==> src/hw/rtl/fcc_pkg.sv <==
`timescale 1ns / 1ps
// ----------------------------------------------------------------------------
// fcc_pkg
// Shared types and constants for the circular-store FIR filter.
// ----------------------------------------------------------------------------
package fcc_pkg;

    localparam int SAMPLE_W    = 16;
    localparam int COEF_W      = 16;
    localparam int COEF_IDX_W  = 6;
    localparam int TAP_CNT_W   = 7;
    localparam int BUF_LAST_W  = 6;
    localparam int SHIFT_W     = 5;
    localparam int ACC_W       = 32;

    localparam int CFG_IDX_W   = 3;
    localparam int CFG_DATA_W  = 7;

    localparam logic [CFG_IDX_W-1:0] REG_TAP_COUNT       = 3'd0;
    localparam logic [CFG_IDX_W-1:0] REG_BUFFER_LAST     = 3'd1;
    localparam logic [CFG_IDX_W-1:0] REG_SHIFT_RIGHT     = 3'd2;
    localparam logic [CFG_IDX_W-1:0] REG_NO_OUTPUT_CLIP  = 3'd3;
    localparam logic [CFG_IDX_W-1:0] REG_CHECK_OVERRANGE = 3'd4;

    localparam logic [TAP_CNT_W-1:0]  TAP_COUNT_RST   = 7'd1;
    localparam logic [BUF_LAST_W-1:0] BUFFER_LAST_RST = 6'd63;
    localparam logic [SHIFT_W-1:0]    SHIFT_RIGHT_RST = 5'd15;

    localparam logic KIND_SAMPLE = 1'b0;
    localparam logic KIND_COEF   = 1'b1;

    typedef struct packed {
        logic start;
        logic coef_wr;
        logic issue;
        logic shift;
        logic load_out;
    } fcc_cmd_t;

    typedef struct packed {
        logic taps_zero;
        logic last_tap;
        logic pipe_empty;
    } fcc_sts_t;

endpackage

==> src/hw/rtl/fir_filter_circular_clip.sv <==
`timescale 1ns / 1ps
// ----------------------------------------------------------------------------
// fir_filter_circular_clip
// 16-bit FIR filter over a circular sample store with optional overrange
// saturation, arithmetic output shift and 16-bit clip or truncate.
// ----------------------------------------------------------------------------
// Sample request: tap count clamped to MAX_TAPS; one shared MAC issues one tap
// per cycle, then the MAC pipe drains, the sum is shifted and the result is
// loaded (zero taps skip the tap loop). The next request waits for the load.
// Coefficient-write request: no result. A held result stalls the next
// sample in its last cycle. Reset: settings to defaults, write position to zero;
// both stores read as zero until written (per-entry valid bits).
// ----------------------------------------------------------------------------
module fir_filter_circular_clip
    import fcc_pkg::*;
#(
    parameter int MAX_TAPS   = 64,
    parameter int RING_DEPTH = 64
) (
    input  logic                       clk,
    input  logic                       rst_n,
    input  logic                       in_valid,
    output logic                       in_stall,
    input  logic                       kind,
    input  logic signed [SAMPLE_W-1:0] sample,
    input  logic [COEF_IDX_W-1:0]      coeff_index,
    input  logic signed [COEF_W-1:0]   coeff_value,
    output logic                       out_valid,
    input  logic                       out_stall,
    output logic signed [SAMPLE_W-1:0] filtered,
    input  logic                       cfg_wr_en,
    input  logic [CFG_IDX_W-1:0]       cfg_index,
    input  logic [CFG_DATA_W-1:0]      cfg_data
);

    fcc_cmd_t cmd;
    fcc_sts_t sts;

    fcc_ctrl u_ctrl (
        .clk       (clk),
        .rst_n     (rst_n),
        .in_valid  (in_valid),
        .kind      (kind),
        .in_stall  (in_stall),
        .out_stall (out_stall),
        .out_valid (out_valid),
        .sts       (sts),
        .cmd       (cmd)
    );

    fcc_dp #(
        .MAX_TAPS   (MAX_TAPS),
        .RING_DEPTH (RING_DEPTH)
    ) u_dp (
        .clk         (clk),
        .rst_n       (rst_n),
        .cfg_wr_en   (cfg_wr_en),
        .cfg_index   (cfg_index),
        .cfg_data    (cfg_data),
        .sample      (sample),
        .coeff_index (coeff_index),
        .coeff_value (coeff_value),
        .cmd         (cmd),
        .sts         (sts),
        .filtered    (filtered)
    );

endmodule

==> src/hw/rtl/fcc_ram.sv <==
`timescale 1ns / 1ps
// ----------------------------------------------------------------------------
// fcc_ram
// Generic single-write, single-read RAM with registered read data.
// ----------------------------------------------------------------------------
module fcc_ram #(
    parameter int WIDTH = 16,
    parameter int DEPTH = 64
) (
    input  logic                                 clk,
    input  logic                                 wr_en,
    input  logic [(DEPTH > 1 ? $clog2(DEPTH) : 1)-1:0] wr_addr,
    input  logic [WIDTH-1:0]                     wr_data,
    input  logic [(DEPTH > 1 ? $clog2(DEPTH) : 1)-1:0] rd_addr,
    output logic [WIDTH-1:0]                     rd_data
);

    logic [WIDTH-1:0] mem [DEPTH];

    always_ff @(posedge clk)
    begin
        if (wr_en)
        begin
            mem[wr_addr] <= wr_data;
        end
    end

    always_ff @(posedge clk)
    begin
        rd_data <= mem[rd_addr];
    end

endmodule

==> src/hw/rtl/fcc_ctrl.sv <==
`timescale 1ns / 1ps
// ----------------------------------------------------------------------------
// fcc_ctrl
// Sequencer: takes requests, steps the tap loop, drains the MAC pipe,
// and hands the result to the output register.
// ----------------------------------------------------------------------------
module fcc_ctrl
    import fcc_pkg::*;
(
    input  logic     clk,
    input  logic     rst_n,
    input  logic     in_valid,
    input  logic     kind,
    output logic     in_stall,
    input  logic     out_stall,
    output logic     out_valid,
    input  fcc_sts_t sts,
    output fcc_cmd_t cmd
);

    localparam logic [2:0] ST_IDLE  = 3'd0;
    localparam logic [2:0] ST_ISSUE = 3'd1;
    localparam logic [2:0] ST_DRAIN = 3'd2;
    localparam logic [2:0] ST_SHIFT = 3'd3;
    localparam logic [2:0] ST_DONE  = 3'd4;

    logic [2:0] state_reg;
    logic [2:0] state_next;
    logic       out_valid_reg;
    logic       out_valid_next;
    logic       in_acc;
    logic       out_free;

    assign in_stall  = (state_reg != ST_IDLE);
    assign in_acc    = in_valid && !in_stall;
    assign out_free  = !out_valid_reg || !out_stall;
    assign out_valid = out_valid_reg;

    always_comb
    begin
        state_next   = state_reg;
        cmd          = '0;
        unique case (state_reg)
            ST_IDLE:
            begin
                if (in_acc)
                begin
                    if (kind == KIND_COEF)
                    begin
                        cmd.coef_wr = 1'b1;
                    end
                    else
                    begin
                        cmd.start  = 1'b1;
                        state_next = sts.taps_zero ? ST_DRAIN : ST_ISSUE;
                    end
                end
            end
            ST_ISSUE:
            begin
                cmd.issue = 1'b1;
                if (sts.last_tap)
                begin
                    state_next = ST_DRAIN;
                end
            end
            ST_DRAIN:
            begin
                if (sts.pipe_empty)
                begin
                    state_next = ST_SHIFT;
                end
            end
            ST_SHIFT:
            begin
                cmd.shift  = 1'b1;
                state_next = ST_DONE;
            end
            ST_DONE:
            begin
                if (out_free)
                begin
                    cmd.load_out = 1'b1;
                    state_next   = ST_IDLE;
                end
            end
            default:
            begin
                state_next = ST_IDLE;
            end
        endcase
    end

    always_comb
    begin
        out_valid_next = out_valid_reg;
        if (out_valid_reg && !out_stall)
        begin
            out_valid_next = 1'b0;
        end
        if (cmd.load_out)
        begin
            out_valid_next = 1'b1;
        end
    end

    always_ff @(posedge clk or negedge rst_n)
    begin
        if (!rst_n)
        begin
            state_reg     <= ST_IDLE;
            out_valid_reg <= 1'b0;
        end
        else
        begin
            state_reg     <= state_next;
            out_valid_reg <= out_valid_next;
        end
    end

    a_shift_after_drain: assert property (@(posedge clk) disable iff (!rst_n)
        (state_reg == ST_SHIFT) |-> sts.pipe_empty)
        else $error("shift entered with MAC pipe busy");

    a_no_overwrite: assert property (@(posedge clk) disable iff (!rst_n)
        cmd.load_out |-> !(out_valid_reg && out_stall))
        else $error("result loaded over a pending one");

    a_result_from_done: assert property (@(posedge clk) disable iff (!rst_n)
        $rose(out_valid_reg) |-> ($past(state_reg) == ST_DONE))
        else $error("result raised outside done state");

    a_start_issues: assert property (@(posedge clk) disable iff (!rst_n)
        (cmd.start && !sts.taps_zero) |=> (state_reg == ST_ISSUE))
        else $error("sample request did not start tap loop");

endmodule

==> src/hw/rtl/fcc_dp.sv <==
`timescale 1ns / 1ps
// ----------------------------------------------------------------------------
// fcc_dp
// Datapath: settings, sample ring and coefficient stores, one shared
// multiply-accumulate with optional saturation, output shift and clip or truncate.
// ----------------------------------------------------------------------------
module fcc_dp
    import fcc_pkg::*;
#(
    parameter int MAX_TAPS   = 64,
    parameter int RING_DEPTH = 64
) (
    input  logic                         clk,
    input  logic                         rst_n,
    input  logic                         cfg_wr_en,
    input  logic [CFG_IDX_W-1:0]         cfg_index,
    input  logic [CFG_DATA_W-1:0]        cfg_data,
    input  logic signed [SAMPLE_W-1:0]   sample,
    input  logic [COEF_IDX_W-1:0]        coeff_index,
    input  logic signed [COEF_W-1:0]     coeff_value,
    input  fcc_cmd_t                     cmd,
    output fcc_sts_t                     sts,
    output logic signed [SAMPLE_W-1:0]   filtered
);

    localparam int RAW  = (RING_DEPTH > 1) ? $clog2(RING_DEPTH) : 1;
    localparam int CAW  = (MAX_TAPS > 1) ? $clog2(MAX_TAPS) : 1;
    localparam int TCW  = $clog2(MAX_TAPS + 1);
    localparam int CMPW = 10;

    logic [TAP_CNT_W-1:0]  tap_count_reg;
    logic [BUF_LAST_W-1:0] buffer_last_reg;
    logic [SHIFT_W-1:0]    shift_right_reg;
    logic                  no_output_clip_reg;
    logic                  check_overrange_reg;

    logic [CMPW-1:0] taps_cmp;
    logic [CMPW-1:0] taps_lim;
    logic [TCW-1:0]  taps_eff;
    logic [CMPW-1:0] last_cmp;
    logic [CMPW-1:0] last_lim;
    logic [RAW-1:0]  last_eff;
    logic [CMPW-1:0] cidx_cmp;
    logic            cidx_ok;

    logic [RAW-1:0]  write_pos_reg;
    logic [RAW-1:0]  p_reg;
    logic [TCW-1:0]  k_reg;

    logic [RING_DEPTH-1:0] ring_vld_reg;
    logic [MAX_TAPS-1:0]   coef_vld_reg;
    logic                  s_vld_reg;
    logic                  c_vld_reg;
    logic [SAMPLE_W-1:0]   ring_rdata;
    logic [COEF_W-1:0]     coef_rdata;
    logic                  ring_wr;
    logic                  coef_wr;

    logic                  rd_v_reg;
    logic                  mul_v_reg;
    logic signed [SAMPLE_W-1:0] s_op;
    logic signed [COEF_W-1:0]   c_op;
    logic signed [ACC_W-1:0]    prod_reg;
    logic signed [ACC_W-1:0]    acc_reg;
    logic                       sat_reg;
    logic signed [ACC_W:0]      sum_w;
    logic                       ovf;
    logic signed [ACC_W-1:0]    sh_reg;
    logic signed [SAMPLE_W-1:0] clip_w;
    logic signed [SAMPLE_W-1:0] filtered_reg;

    // settings
    always_ff @(posedge clk or negedge rst_n)
    begin
        if (!rst_n)
        begin
            tap_count_reg       <= TAP_COUNT_RST;
            buffer_last_reg     <= BUFFER_LAST_RST;
            shift_right_reg     <= SHIFT_RIGHT_RST;
            no_output_clip_reg  <= 1'b0;
            check_overrange_reg <= 1'b0;
        end
        else if (cfg_wr_en)
        begin
            unique case (cfg_index)
                REG_TAP_COUNT:       tap_count_reg       <= cfg_data[TAP_CNT_W-1:0];
                REG_BUFFER_LAST:     buffer_last_reg     <= cfg_data[BUF_LAST_W-1:0];
                REG_SHIFT_RIGHT:     shift_right_reg     <= cfg_data[SHIFT_W-1:0];
                REG_NO_OUTPUT_CLIP:  no_output_clip_reg  <= cfg_data[0];
                REG_CHECK_OVERRANGE: check_overrange_reg <= cfg_data[0];
                default:
                begin
                end
            endcase
        end
    end

    // effective tap count and ring end
    assign taps_cmp = CMPW'(tap_count_reg);
    assign taps_lim = (taps_cmp > CMPW'(MAX_TAPS)) ? CMPW'(MAX_TAPS) : taps_cmp;
    assign taps_eff = taps_lim[TCW-1:0];
    assign last_cmp = CMPW'(buffer_last_reg);
    assign last_lim = (last_cmp >= CMPW'(RING_DEPTH)) ? CMPW'(RING_DEPTH - 1) : last_cmp;
    assign last_eff = last_lim[RAW-1:0];
    assign cidx_cmp = CMPW'(coeff_index);
    assign cidx_ok  = (cidx_cmp < CMPW'(MAX_TAPS));

    assign sts.taps_zero  = (taps_eff == '0);
    assign sts.last_tap   = (k_reg == taps_eff - TCW'(1));
    assign sts.pipe_empty = !rd_v_reg && !mul_v_reg;

    assign ring_wr = cmd.start;
    assign coef_wr = cmd.coef_wr && cidx_ok;

    fcc_ram #(
        .WIDTH (SAMPLE_W),
        .DEPTH (RING_DEPTH)
    ) u_ring (
        .clk     (clk),
        .wr_en   (ring_wr),
        .wr_addr (write_pos_reg),
        .wr_data (sample),
        .rd_addr (p_reg),
        .rd_data (ring_rdata)
    );

    fcc_ram #(
        .WIDTH (COEF_W),
        .DEPTH (MAX_TAPS)
    ) u_coef (
        .clk     (clk),
        .wr_en   (coef_wr),
        .wr_addr (cidx_cmp[CAW-1:0]),
        .wr_data (coeff_value),
        .rd_addr (k_reg[CAW-1:0]),
        .rd_data (coef_rdata)
    );

    // entries never written read as zero
    always_ff @(posedge clk or negedge rst_n)
    begin
        if (!rst_n)
        begin
            ring_vld_reg <= '0;
            coef_vld_reg <= '0;
        end
        else
        begin
            if (ring_wr)
            begin
                ring_vld_reg[write_pos_reg] <= 1'b1;
            end
            if (coef_wr)
            begin
                coef_vld_reg[cidx_cmp[CAW-1:0]] <= 1'b1;
            end
        end
    end

    always_ff @(posedge clk or negedge rst_n)
    begin
        if (!rst_n)
        begin
            write_pos_reg <= '0;
            rd_v_reg      <= 1'b0;
            mul_v_reg     <= 1'b0;
        end
        else
        begin
            rd_v_reg  <= cmd.issue;
            mul_v_reg <= rd_v_reg;
            if (cmd.start)
            begin
                write_pos_reg <= (write_pos_reg >= last_eff) ? '0 : write_pos_reg + RAW'(1);
            end
        end
    end

    // tap walk: newest sample backward, coefficients forward
    always_ff @(posedge clk)
    begin
        s_vld_reg <= ring_vld_reg[p_reg];
        c_vld_reg <= coef_vld_reg[k_reg[CAW-1:0]];
        if (cmd.start)
        begin
            p_reg <= write_pos_reg;
            k_reg <= '0;
        end
        else if (cmd.issue)
        begin
            p_reg <= (p_reg == '0) ? last_eff : p_reg - RAW'(1);
            k_reg <= k_reg + TCW'(1);
        end
    end

    assign s_op  = s_vld_reg ? $signed(ring_rdata) : '0;
    assign c_op  = c_vld_reg ? $signed(coef_rdata) : '0;
    assign sum_w = {acc_reg[ACC_W-1], acc_reg} + {prod_reg[ACC_W-1], prod_reg};
    assign ovf   = sum_w[ACC_W] ^ sum_w[ACC_W-1];

    always_ff @(posedge clk)
    begin
        prod_reg <= s_op * c_op;
        if (cmd.start)
        begin
            acc_reg <= '0;
            sat_reg <= 1'b0;
        end
        else if (mul_v_reg && !sat_reg)
        begin
            if (check_overrange_reg && ovf)
            begin
                // clip toward the overflow direction and freeze
                acc_reg <= sum_w[ACC_W] ? {1'b1, {(ACC_W-1){1'b0}}}
                                        : {1'b0, {(ACC_W-1){1'b1}}};
                sat_reg <= 1'b1;
            end
            else
            begin
                acc_reg <= sum_w[ACC_W-1:0];
            end
        end
    end

    always_comb
    begin
        if (sh_reg > 32'sd32767)
        begin
            clip_w = 16'sh7FFF;
        end
        else if (sh_reg < -32'sd32768)
        begin
            clip_w = 16'sh8000;
        end
        else
        begin
            clip_w = sh_reg[SAMPLE_W-1:0];
        end
    end

    always_ff @(posedge clk)
    begin
        if (cmd.shift)
        begin
            sh_reg <= acc_reg >>> shift_right_reg;
        end
        if (cmd.load_out)
        begin
            filtered_reg <= no_output_clip_reg ? sh_reg[SAMPLE_W-1:0] : clip_w;
        end
    end

    assign filtered = filtered_reg;

endmodule

==> config.mk <==
export PLATFORM = sky130hd
export DESIGN_NAME = fir_filter_circular_clip
export DESIGN_NICKNAME = d
export VERILOG_FILES = /design/src/hw/rtl/fcc_pkg.sv /design/src/hw/rtl/fir_filter_circular_clip.sv /design/src/hw/rtl/fcc_ram.sv /design/src/hw/rtl/fcc_ctrl.sv /design/src/hw/rtl/fcc_dp.sv
export SDC_FILE = /design/constraint.sdc
export NUM_CORES = 2
export LEC_CHECK = 0
export BUFFER_PORTS_ARGS = -buffer_cell sky130_fd_sc_hd__buf_4
export CAP_MARGIN = 20
export CORE_MARGIN = 10
export CORE_UTILIZATION = 35
export DETAILED_ROUTE_END_ITERATION = 16
export HOLD_SLACK_MARGIN = 0.12
export SLEW_MARGIN = 20
export SYNTH_ARGS = -nofsm -noshare
export SYNTH_HDL_FRONTEND = slang
export SYNTH_SLANG_ARGS = --single-unit
==> constraint.sdc <==
create_clock -name clk -period 8 [get_ports clk]
set_input_delay 1.6 -clock clk [delete_from_list [all_inputs] [get_ports clk]]
set_output_delay 1.6 -clock clk [all_outputs]
set_load 0.005 [all_outputs]
== After elaboration in Yosys (flattened, before gate mapping) ==
Memories as Yosys holds them, arrays and structs flattened. A register that Yosys moved wholly into a read port is not among the register bits.
Index checks and enable logic that the tools add are counted.
Widths: inputs -> output; s select.
Word-level totals
  register bits after elaboration: 288
  RAM bits: 2048
  input bits: 54
  memories kept: 2
Memory list
  u_dp.u_coef.mem: depth 64, width 16, read ports 1, clocked after Yosys merged registers in 1, write ports 1, line fcc_ram.sv:18  | logic [WIDTH-1:0] mem [DEPTH];
  u_dp.u_ring.mem: depth 64, width 16, read ports 1, clocked after Yosys merged registers in 1, write ports 1, line fcc_ram.sv:18
Operators by class
  $add $sub $neg: 5
  multiply operators: 1
  magnitude comparators: 12
  eq/ne operators: 14
  shifts and indexed selects: 1
  mux-type cells: 42
  bitwise logic cells: 3
  reductions and logical operators: 29
Operators with widths (number)
  $or 64x64->64: 2
  $mux 16: 5
  $mux 32: 2
  $lt 6x7->1 const B: 5
  $add 32x32->33: 1
  $gt 32x16->1 const B: 1
  $lt 32x16->1 const B: 1
  $mul 16x16->32: 1
  $sshr 32x5->32: 1
  $mux 6: 5
  $mux 1: 16
  $mux 3: 5
  $pmux 3 s5: 1
  $bmux 1 s6: 2
  $demux 1 s6: 2
  $eq 3x2->1 const B: 4
  $ge 6x1->1 const B: 2
  $reduce_and 2->1: 6
  $logic_and 1x1->1: 8
  $add 7x1->7 const B: 1
  $eq 7x7->1: 1
  $ge 6x7->1 const B: 1
  $gt 7x7->1 const B: 1
  $logic_not 7->1: 1
  18 further kinds: 32

== Logic depth before layout (Yosys ltp) ==
  depth in word-level cells: 8
  mapped depth: 25
  gate-level depth less buffers: 23

== By module ==
Synthesis repeated with hierarchy kept, for this count alone.
Unflattened totals
  cell total of the unflattened synthesis: 6211
  area total of the unflattened synthesis: 105023.2 µm²
Modules (own cells, without submodules)
  fcc_ram: instances 2, cells an instance 1829, area an instance 40042.2 µm²
  fcc_dp: instances 1, cells an instance 2527, area an instance 24711.2 µm²
  fcc_ctrl: instances 1, cells an instance 26, area an instance 227.7 µm²

== Worst setup path after synthesis ==
No wires, ideal clock.
  kind: register to register
  start: reg u_dp.s_vld_reg
  end: reg u_dp.prod_reg[30]
  arrival time: 6211 ps
  slack: 1665 ps
  stages on the path, launching flop included: 25
  period minus slack after synthesis: 6335 ps
  path through: dfxtp_1 clkbuf_1 buf_1 nand2_1 nor2_1 fa_1 inv_1 fa_1 fa_1 inv_1 fa_1 fa_1 inv_1 fa_1 inv_1 ha_1 a21o_1 a21o_1 a2111oi_0 o31ai_1 nor2_1 o311ai_0 a31oi_1 o21bai_1 xor2_1
On the way
  word-level cells in the longest chain between the ends: 2
Ends and longest elaborated chain
  start, declared: line fcc_dp.sv:52  | logic s_vld_reg;
  start signal, assigned: line fcc_dp.sv:182  | s_vld_reg <= ring_vld_reg[p_reg];
  $mux 16: line fcc_dp.sv:196  | assign s_op = s_vld_reg ? $signed(ring_rdata) : '0;
  $mul 16x16->32: line fcc_dp.sv:203  | prod_reg <= s_op * c_op;
  end signal, assigned: line fcc_dp.sv:203
  end, declared: line fcc_dp.sv:63  | logic signed [ACC_W-1:0] prod_reg;
No other way between the ends.
A chain may end at the register's enable or synchronous reset.

== Final worst setup path ==
  start: reg u_dp.s_vld_reg
  end: reg u_dp.prod_reg[31]
The elaborated chain is that of the path after synthesis.

==> flow_metrics.tcl <==
set metrics [dict create \
    cts_made_buffers 262 \
    power_density_mw_per_mm2 315 \
    leakagePower_nw 40.3 \
    crit_buf_inv 4 \
    initialDrtViolationCount 4760 \
    overflow 0 \
    fin_crit_sh_pct 89.3 \
    syn_area_mm2 0.103 \
    pre_cts_ws_ps 870 \
    rsz0062_at_grt "no" \
    synth-compound-area-share_pct 2.64 \
    routed_wl_mm 251 \
    chipWidth_um 563 \
    dr_total_vias 52200 \
    synth_xor_area_share_pct 0.617 \
    worstSetupStartpointType "register" \
    synth.area.mux_share_pct 16.1 \
    postCtsSetupBuffers 0 \
    clock_sinks 2368 \
    synth_edf_count 2102 \
    drive_gt1_share_pct 26.4 \
    hpwlAfterDp_mm 151 \
    track_usage_pct 15.5 \
    cts-htree-levels 5 \
    drt-pass1-iter-count 5 \
    grt_max_degree 138 \
    end_kind "register" \
    grt_pass1_wl_mm 372 \
    reg_top3 "u_dp.u_coef.mem x1024, u_dp.u_ring.mem x1024" \
    core_mm2 0.294 \
    slew-limit-headroom_pct 18.1 \
    yosys_register_bits 2368 \
    dieArea_mm2 0.316 \
    max_stage_delay_ps 740 \
    met3_usage_pct 2.78 \
    ios 72 \
    crit_chain "buf_4, and2_0, nand2_1, inv_1, fa_1, fa_1, inv_1, fa_1, fa_1, fa_1, fa_1, inv_1, ha_1, nand3_1, nor3_1, a2111oi_0, nor2_1, a211o_1, a21oi_1, xnor2_1" \
    cts_tree "yes" \
    synthArstFlopShare_pct 6.76 \
    die_h_um 563 \
    cts_hold_buffers 0 \
    crit_family "adder cells" \
    fin_skew_ps 72.3 \
    met1_usage_pct 22.4 \
    port_buffers 71 \
    use_met2_pct 24.6 \
    synth_warnings 0 \
    n_fill_cell 26200 \
    seq_area_mm2 0.0693 \
    drc 0 \
    clk_latency_ps 860 \
    ir_drop_mv 0.325 \
    gp_congestion 0.865 \
    worstPathRequired_ps 8790 \
    slew_viol_final 0 \
    drv_cap 0 \
    hp-class "register to register" \
    ant_nets 0 \
    min_period_ps 7140 \
    via_per_inst 5.22 \
    tightestPinTransition_ps 1230 \
    fmax_ghz 0.140 \
    yosys.area_share.adder_pct 6.63 \
    crit_fanout 34 \
    ys_seq_area_share_pct 67.2 \
    critPathKind "register to register" \
    finalHoldViolations 0 \
    setup_viol 0 \
    final_common_cell "edfxtp_1" \
    synthSimpleGateAreaFrac_pct 4.52 \
    syn_nets 6082 \
    syn_inst 5640 \
    multi_input_area_mm2 0.0317 \
    final_cell_mix "edfxtp_1 (2102), mux4_2 (691), inv_1 (334)" \
    clockRootBuffer "clkbuf_16" \
    crit_slowest_cell "fa_1" \
    start_util_pct 35.1 \
    synth_flop_cell "edfxtp_1" \
    fin_nets 6309 \
    antenna_found_initial 15 \
    synth.distinct_cells 79 \
    path_clk_slew_ps 60 \
    status "completed" \
    avgSynthCellArea_um2 18.3 \
    cpMostUsedCell "fa_1" \
    grt-busiest-layer "met2" \
    grt_pass1_vias 54300 \
    synth_top_family_by_area "multiplexers" \
    cts-resized-gates 0 \
    wl_per_cell_um 25.1 \
    ctsLongestPathBuffers 4 \
    area_growth_pct 14.0 \
    crit_arrival_ps 7930 \
    std_cell_rows 199 \
    setup_ws_ps 858 \
    tns_ps 0 \
]
[path summary, 6_finish.rpt]
check                          startpoint                     to  slack, ps  cells past startpoint
max reg2reg                u_dp.s_vld_reg      u_dp.prod_reg[31]        860                     20
min                         u_dp.rd_v_reg         u_dp.mul_v_reg        380                      0
min reg2reg                 u_dp.rd_v_reg         u_dp.mul_v_reg        380                      0
max                        u_dp.s_vld_reg      u_dp.prod_reg[31]        860                     20
min in group asynchronous           rst_n  u_dp.coef_vld_reg[52]        680                      1
max in group asynchronous           rst_n  u_dp.ring_vld_reg[41]       6140                      2
[cell families after synthesis]
kind of cell / Yosys count
AO/OA/AOI/OAI: 401
XOR/XNOR: 71
adder cells (fa/ha/maj): 388
buffers and inverters: 614
flip-flops: 2368
multiplexers: 789
AND/OR/NAND/NOR: 1009
[synthesized netlist by cell type (9+ instances only)]
| cell | number | area [µm²] |
|---|---|---|
| edfxtp_1 | 2102 | 63100 |
| nor3_1 | 24 | 120 |
| nand3b_1 | 10 | 75.1 |
| o21bai_1 | 9 | 67.6 |
| or2_2 | 134 | 838 |
| ha_1 | 125 | 1560 |
| a31oi_1 | 9 | 56.3 |
| a21oi_1 | 87 | 435 |
| mux2i_1 | 73 | 731 |
| nor2b_1 | 22 | 138 |
| nand3_1 | 49 | 245 |
| buf_1 | 59 | 221 |
| and2_1 | 33 | 206 |
| a21o_1 | 44 | 330 |
| dfstp_2 | 11 | 289 |
| nand2_1 | 280 | 1050 |
| mux2_2 | 25 | 282 |
| a211oi_1 | 16 | 120 |
| or3_1 | 22 | 138 |
| dfxtp_1 | 106 | 2120 |
| inv_1 | 334 | 1250 |
| buf_2 | 35 | 175 |
| and3_1 | 9 | 56.3 |
| nand4_1 | 10 | 62.6 |
| o21a_1 | 15 | 113 |
| a221oi_1 | 15 | 131 |
| nor2_1 | 373 | 1400 |
| nand2b_1 | 13 | 81.3 |
| mux4_2 | 691 | 15600 |
| xor2_1 | 23 | 201 |
| clkbuf_1 | 181 | 679 |
| o32ai_1 | 19 | 166 |
| fa_1 | 263 | 5270 |
| xnor2_1 | 47 | 412 |
| dfrtp_1 | 149 | 3730 |
| o31ai_1 | 16 | 120 |
| o21ai_0 | 100 | 500 |
[worst register-to-register path, cell delays in order (launching register included)]
cell and delay [ps]:
dfxtp_1 300, buf_4 290, and2_0 710, nand2_1 210, inv_1 160, fa_1 550, fa_1 750, inv_1 180
fa_1 510, fa_1 580, fa_1 430, fa_1 500, inv_1 40, ha_1 330, nand3_1 200, nor3_1 70
a2111oi_0 540, nor2_1 180, a211o_1 290, a21oi_1 170, xnor2_1 140
[report_power, final]
| group | total [W] | internal (W) | switching (W) |
|---|---|---|---|
| Combinational | 0.0108 | 0.00485 | 0.00592 |
| Sequential | 0.0145 | 0.0140 | 0.000564 |
| Clock | 0.0117 | 0.00679 | 0.00494 |
[layer usage]
| metal | wire length (µm) | vias to the layer above |
|---|---|---|
| li1 | - | 22300 |
| met1 | 111000 | 27900 |
| met5 | 47 | - |
| met2 | 118000 | 1627 |
| met3 | 16200 | 333 |
| met4 | 5560 | 8 |
[stage by stage]
step	hold slack [ps]	total power [W]	cells	util (%)	area, µm²
global route	400	0.0387	9999	40.0	117000
global placement	361	0.0256	9521	37.1	109000
floorplan	349	0.0221	5640	-	103000
detailed placement	356	0.0257	9522	37.1	109000
finish	382	0.0370	10000	40.0	117000
CTS	380	0.0375	9995	40.0	117000
[cell type report]
cell class,count,share of cell area (%)
Inverter,336,1.07
Antenna cell,12,0.0256
Timing Repair Buffer,241,1.63
Multi-Input combinational cell,2658,27.0
Tap cell,3919,4.17
Sequential cell,2368,59.0
Clock buffer,330,5.93
Clock inverter,143,1.20
Power figures use the tool's default switching activity.
